### config.mk
export PLATFORM = sky130hd
export DESIGN_NAME = eeit_cmp
export DESIGN_NICKNAME = d
export VERILOG_FILES = /design/src/rtl/eeit_pkg.sv /design/src/rtl/eeit_cmp.sv
export SDC_FILE = /design/constraint.sdc
export NUM_CORES = 1
export LEC_CHECK = 0
export ABC_AREA = 0
export BUFFER_PORTS_ARGS = -buffer_cell sky130_fd_sc_hd__buf_2
export CORE_ASPECT_RATIO = 1.4
export CORE_MARGIN = 3
export CORE_UTILIZATION = 25
export DETAILED_ROUTE_END_ITERATION = 10
export PLACE_DENSITY_LB_ADDON = 0.25
export RECOVER_POWER = 100
export SETUP_SLACK_MARGIN = 0.4
export SYNTH_ARGS = -nofsm -noshare
export SYNTH_HDL_FRONTEND = slang
export SYNTH_SLANG_ARGS = --single-unit
### constraint.sdc
create_clock -name vclk -period 4.6
set_clock_uncertainty 0.05 [all_clocks]
set_input_delay 0.69 -clock vclk [all_inputs]
set_output_delay 0.69 -clock vclk [all_outputs]
set_load 0.02 [all_outputs]
### src/rtl/eeit_pkg.sv
// Package: shared types and constants of the epoch extent index table.
package eeit_pkg;

    localparam int ENTRIES     = 64;
    localparam int EPOCH_SLOTS = 8;
    localparam int EW          = $clog2(ENTRIES);
    localparam int SW          = $clog2(EPOCH_SLOTS);
    localparam int CW          = EW + 1;

    localparam logic [1:0] REG_CACHING = 2'd0;

    typedef enum logic [1:0] {
        OP_PUT      = 2'd0,
        OP_LOOKUP   = 2'd1,
        OP_TRUNCATE = 2'd2,
        OP_NOP      = 2'd3
    } t_opcode;

    typedef enum logic [2:0] {
        ST_OK         = 3'd0,
        ST_MISS       = 3'd1,
        ST_DISABLED   = 3'd2,
        ST_EXT_FULL   = 3'd3,
        ST_EPOCH_FULL = 3'd4
    } t_status;

    typedef enum logic [2:0] {
        S_IDLE,
        S_SCAN,
        S_DECIDE,
        S_WRITE,
        S_OUT
    } t_state;

    // Per-entry compare result from the shared compare unit.
    typedef struct packed {
        logic key_match;
        logic contains;
        logic lower;
        logic older;
    } t_cmp;

endpackage

### src/rtl/eeit_cmp.sv
// Shared compare unit: matches one stored entry against the current transaction.
module eeit_cmp (
    input  logic [31:0]      i_epoch,
    input  logic [63:0]      i_object,
    input  logic [47:0]      i_start,
    input  logic [31:0]      i_length,
    input  logic [31:0]      i_ent_epoch,
    input  logic [63:0]      i_ent_object,
    input  logic [47:0]      i_ent_start,
    input  logic [31:0]      i_ent_length,
    input  logic [47:0]      i_best_start,
    output eeit_pkg::t_cmp   o_cmp
);
    import eeit_pkg::*;

    logic [48:0] qend;
    logic [48:0] cend;

    always_comb begin
        qend = {1'b0, i_start} + {17'd0, i_length};
        cend = {1'b0, i_ent_start} + {17'd0, i_ent_length};
        o_cmp.key_match = (i_ent_epoch == i_epoch) && (i_ent_object == i_object);
        o_cmp.contains  = (i_start >= i_ent_start) && (qend <= cend);
        o_cmp.lower     = i_ent_start < i_best_start;
        o_cmp.older     = i_ent_epoch < i_epoch;
    end

endmodule

==> flow_results.org <==
** Status
- The flow ran to the end, but the final reports show violations.
- The checks that failed: negative setup slack.

** Global route
- In the global route stage, overall resource usage came out at 0.197.
- Summed over all layers, the global routing overflow is 0.
- Wire length of the first global-routing pass :: roughly 60,000 µm
- The number of antenna violations at the first check in global routing came to 10.
- Entering global routing, the biggest net connects 9 pins.
- Vias in the first global route :: approximately 12,000

** Logic synthesis
- Synthesis handed over a netlist of approximately 1,200 instances.
- During synthesis, Yosys emitted a total of 0 warnings.
- After synthesis, the cell types taking the most area are sky130_fd_sc_hd__ha_1 (34%), sky130_fd_sc_hd__a21o_1 (9.8%), sky130_fd_sc_hd__xnor2_1 (7.5%).
- Register area share after synthesis :: 0
- The cell area that synthesis handed to floorplanning was 8790 µm².
- The synthesized netlist contains 60 unique library cells.
- Mean post-synth cell area :: roughly 7.4 µm²
- Synthesis produced a netlist with a net count of roughly 1,800.
- Leading area contributor after synthesis :: sky130_fd_sc_hd__ha_1
- Area share of the largest cell type after synthesis :: 0.342

** Final layout
- Fill cell instance count of the final layout :: about 3,700
- The library cell used most frequently in the layout, excluding fill and tap cells, is sky130_fd_sc_hd__buf_2.
- Layout cell share with drive strength beyond 1 :: 0.386
- Utilization after layout :: 0.393
- Registers take 0 µm².
- After the last flow step, the layout net total stands at around 2,500.
- The top cell types in the final layout, fill and taps aside, are sky130_fd_sc_hd__buf_2 (398), sky130_fd_sc_hd__buf_4 (258), sky130_fd_sc_hd__ha_1 (239).
- Total area of multi-input combinational cells :: approximately 8400 µm²
- Non-filler instance count after layout :: around 2,300
- The design has 0 sequential cells.
- # clk buffers :: 0
- Relative to the synthesized area, the layout overhead comes to 54.1%.

** Die
- # rows :: 80
- Height of the die :: roughly 230 µm
- Placeable core area :: 34,400 µm²
- For this configuration, the core starts out at a cell density of 0.255.
- The floorplan step defined a die boundary enclosing ~37,000 µm².
- Number of I/O pins :: 404
- The die is roughly 160 µm wide.

** Power and ir drop
- The share of total power dissipated in combinational logic is 1.000.
- Proportion of power drawn by flip-flops and latches :: 0
- Proportion of total power due to net switching :: 0.486
- Internal power comes to a little under 0.0009 W.
- Static Leak :: ~8 nW
- Ratio of total power to cell area :: 128 nW/µm²
- Post-layout power :: approximately 0.0017 W
- Summed over all nets, the switching power comes to between 0.0008 and 0.0009 W.
- Clock power share :: 0
- IR analysis of the VDD net gives a maximum drop of roughly 0.060 mV.

** Placed design
- Port buffering added 404 buffers.
- The HPWL after detailed placement is ~36,000 µm.
- Routability-driven placement finished with a final weighted congestion of 0.915.
- Placed insts :: between 2,000 and 2,500

** STA
- The tightest hold path in the finished design has a slack of ~1800 ps.
- Setup violators final :: 1
- Dividing the final minimum period by the clock period gives 1.21.
- Transition at the pin with the smallest max-transition slack :: about 700 ps
- Setup ws final :: -968 ps
- The number of max-slew violations in the final report is 0.
- Fmax achieved :: ~0.18 GHz
- Setup repair after global routing could not meet its margin everywhere.
- Measured against its own limit, the worst slew margin works out to 0.532.
- The hold violation total from the final report came to 0.
- Subtracting the final worst setup slack from the clock period gives 5570 ps.

** Worst setup path
- In this run the worst path has a maximum fanout of 6.
- Type of element capturing the critical path :: primary output
- Arrival time at the worst endpoint :: 4830 ps
- Critical Path Source Type :: input pin
- Critical path class :: in2out
- For the worst setup path, the data required time is slightly below 4000 ps.

** Route
- Via count :: around 11,000
- DRC :: 0
- Dividing the detail-routed wire length by the instance count gives around 17 µm.
- In this run the remaining antenna-violating nets after routing total 0.
- TritonRoute pass-1 iters :: 4
- Using the TritonRoute via totals, the vias-per-cell ratio works out to between 4 and 5.
- Number of violations reported at the end of detailed-routing iteration 0 :: 284
- Wire length reported by the detailed router :: between 30,000 and 40,000 µm

** Worst hold path
- Worst min-delay path category :: in2out
- End point of the worst hold path :: o_cmp[0]
- Along the worst hold path, the cell count comes to 5.
- Launch point of the worst hold path :: i_ent_epoch[31]

** Job
- Across the run, the number of max-cap violations was 0.
[worst max path at each step]
stage	start	to	slack, ps	depth (start not counted)
CTS	i_ent_length[0]	o_cmp[2]	-930	22
detailed placement	i_start[0]	o_cmp[2]	-1220	23
finish	i_ent_start[0]	o_cmp[2]	-970	22
floorplan	i_ent_start[0]	o_cmp[2]	-380	20
global placement	i_start[0]	o_cmp[2]	-1170	23
global route	i_ent_start[0]	o_cmp[2]	-1170	23
[stage by stage]
step	setup WS (ps)	area [µm²]	setup TNS (ps)
2_1_floorplan	-384	8820	-384
3_3_place_gp	-1170	13300	-1170
3_5_place_dp	-1220	13300	-1220
4_1_cts	-927	13500	-927
5_1_grt	-1170	13500	-1170
6_report	-968	13500	-968
[area by class of cell]
cell class / count / area share
Multi-Input combinational cell: 1035 / 0.619
Timing Repair Buffer: 664 / 0.297
Antenna cell: 7 / 0.00129
Tap cell: 451 / 0.0417
Inverter: 148 / 0.0410
[cells in the mapped netlist, types with 5 or more instances]
library cell / count
sky130_fd_sc_hd__and2_1: 5
sky130_fd_sc_hd__o21ai_0: 47
sky130_fd_sc_hd__xor2_1: 74
sky130_fd_sc_hd__xnor2_1: 75
sky130_fd_sc_hd__a211oi_1: 8
sky130_fd_sc_hd__o21a_1: 5
sky130_fd_sc_hd__a21o_1: 115
sky130_fd_sc_hd__o211ai_1: 7
sky130_fd_sc_hd__o21bai_1: 10
sky130_fd_sc_hd__nor2_1: 62
sky130_fd_sc_hd__nand2b_1: 9
sky130_fd_sc_hd__nand3_1: 31
sky130_fd_sc_hd__nor2b_1: 12
sky130_fd_sc_hd__nor4_1: 21
sky130_fd_sc_hd__inv_1: 148
sky130_fd_sc_hd__and3_1: 12
sky130_fd_sc_hd__a21oi_1: 110
sky130_fd_sc_hd__nand4_1: 64
sky130_fd_sc_hd__clkbuf_1: 7
sky130_fd_sc_hd__nor3_1: 7
sky130_fd_sc_hd__ha_1: 240
sky130_fd_sc_hd__a31oi_1: 13
sky130_fd_sc_hd__nand2_1: 49
[power by group through the flow]
| stage | registers, W | clock network, W | logic, W |
|---|---|---|---|
| final | 0 | 0.000000000205 | 0.00174 |
| after floorplan | 0 | 0 | 0.000902 |
| after CTS | 0 | 0 | 0.00173 |
| after detailed placement | 0 | 0 | 0.00168 |
| after global placement | 0 | 0 | 0.00166 |
| after global routing | 0 | 0.000000000146 | 0.00196 |
[layer usage]
metal | vias to the layer above | GRT usage | part of all wire
li1 | 5675 | - | -
met1 | 4917 | 0.189 | 0.34
met2 | 319 | 0.407 | 0.56
met3 | 62 | 0.0201 | 0.048
met4 | 2 | 0.0818 | 0.047
met5 | - | 0 | 0.00018
[kinds of logic (layout without fill, tap and decap cells)]
kind of cell	count (synthesis)	in the layout	share of synthesized area
other cells	0	7	0
buf+inv	158	812	0.0686
compound gates	357	357	0.267
fa+ha+maj	242	242	0.346
simple gates	287	287	0.169
xor+xnor	149	149	0.148
[worst max-delay path, cell delays in order]
cell and delay (ps):
sky130_fd_sc_hd__buf_8 100, sky130_fd_sc_hd__ha_4 150, sky130_fd_sc_hd__fa_2 350, sky130_fd_sc_hd__a21o_1 190, sky130_fd_sc_hd__a221o_1 400, sky130_fd_sc_hd__o21ai_4 200, sky130_fd_sc_hd__o31ai_4 90, sky130_fd_sc_hd__o21ai_2 210
sky130_fd_sc_hd__o2111ai_2 160, sky130_fd_sc_hd__a21o_4 260, sky130_fd_sc_hd__buf_12 150, sky130_fd_sc_hd__nand4_1 80, sky130_fd_sc_hd__xnor2_1 140, sky130_fd_sc_hd__ha_1 270, sky130_fd_sc_hd__a21o_1 180, sky130_fd_sc_hd__a21o_1 160
sky130_fd_sc_hd__a21oi_2 170, sky130_fd_sc_hd__o21ai_1 110, sky130_fd_sc_hd__a221oi_2 240, sky130_fd_sc_hd__a41oi_2 70, sky130_fd_sc_hd__a31oi_2 270, sky130_fd_sc_hd__buf_4 200
[what timing repair did]
action | CTS | global route
hold buffers | 0 | 0
cloned | 1 | 0
endpoints found under the setup margin | 2 | 2
hold endpoints to repair | 0 | 0
resized for setup | 36 | 12
setup buffers | 5 | 3
pin swaps | 38 | 13
(Power assumes the default switching activity.)
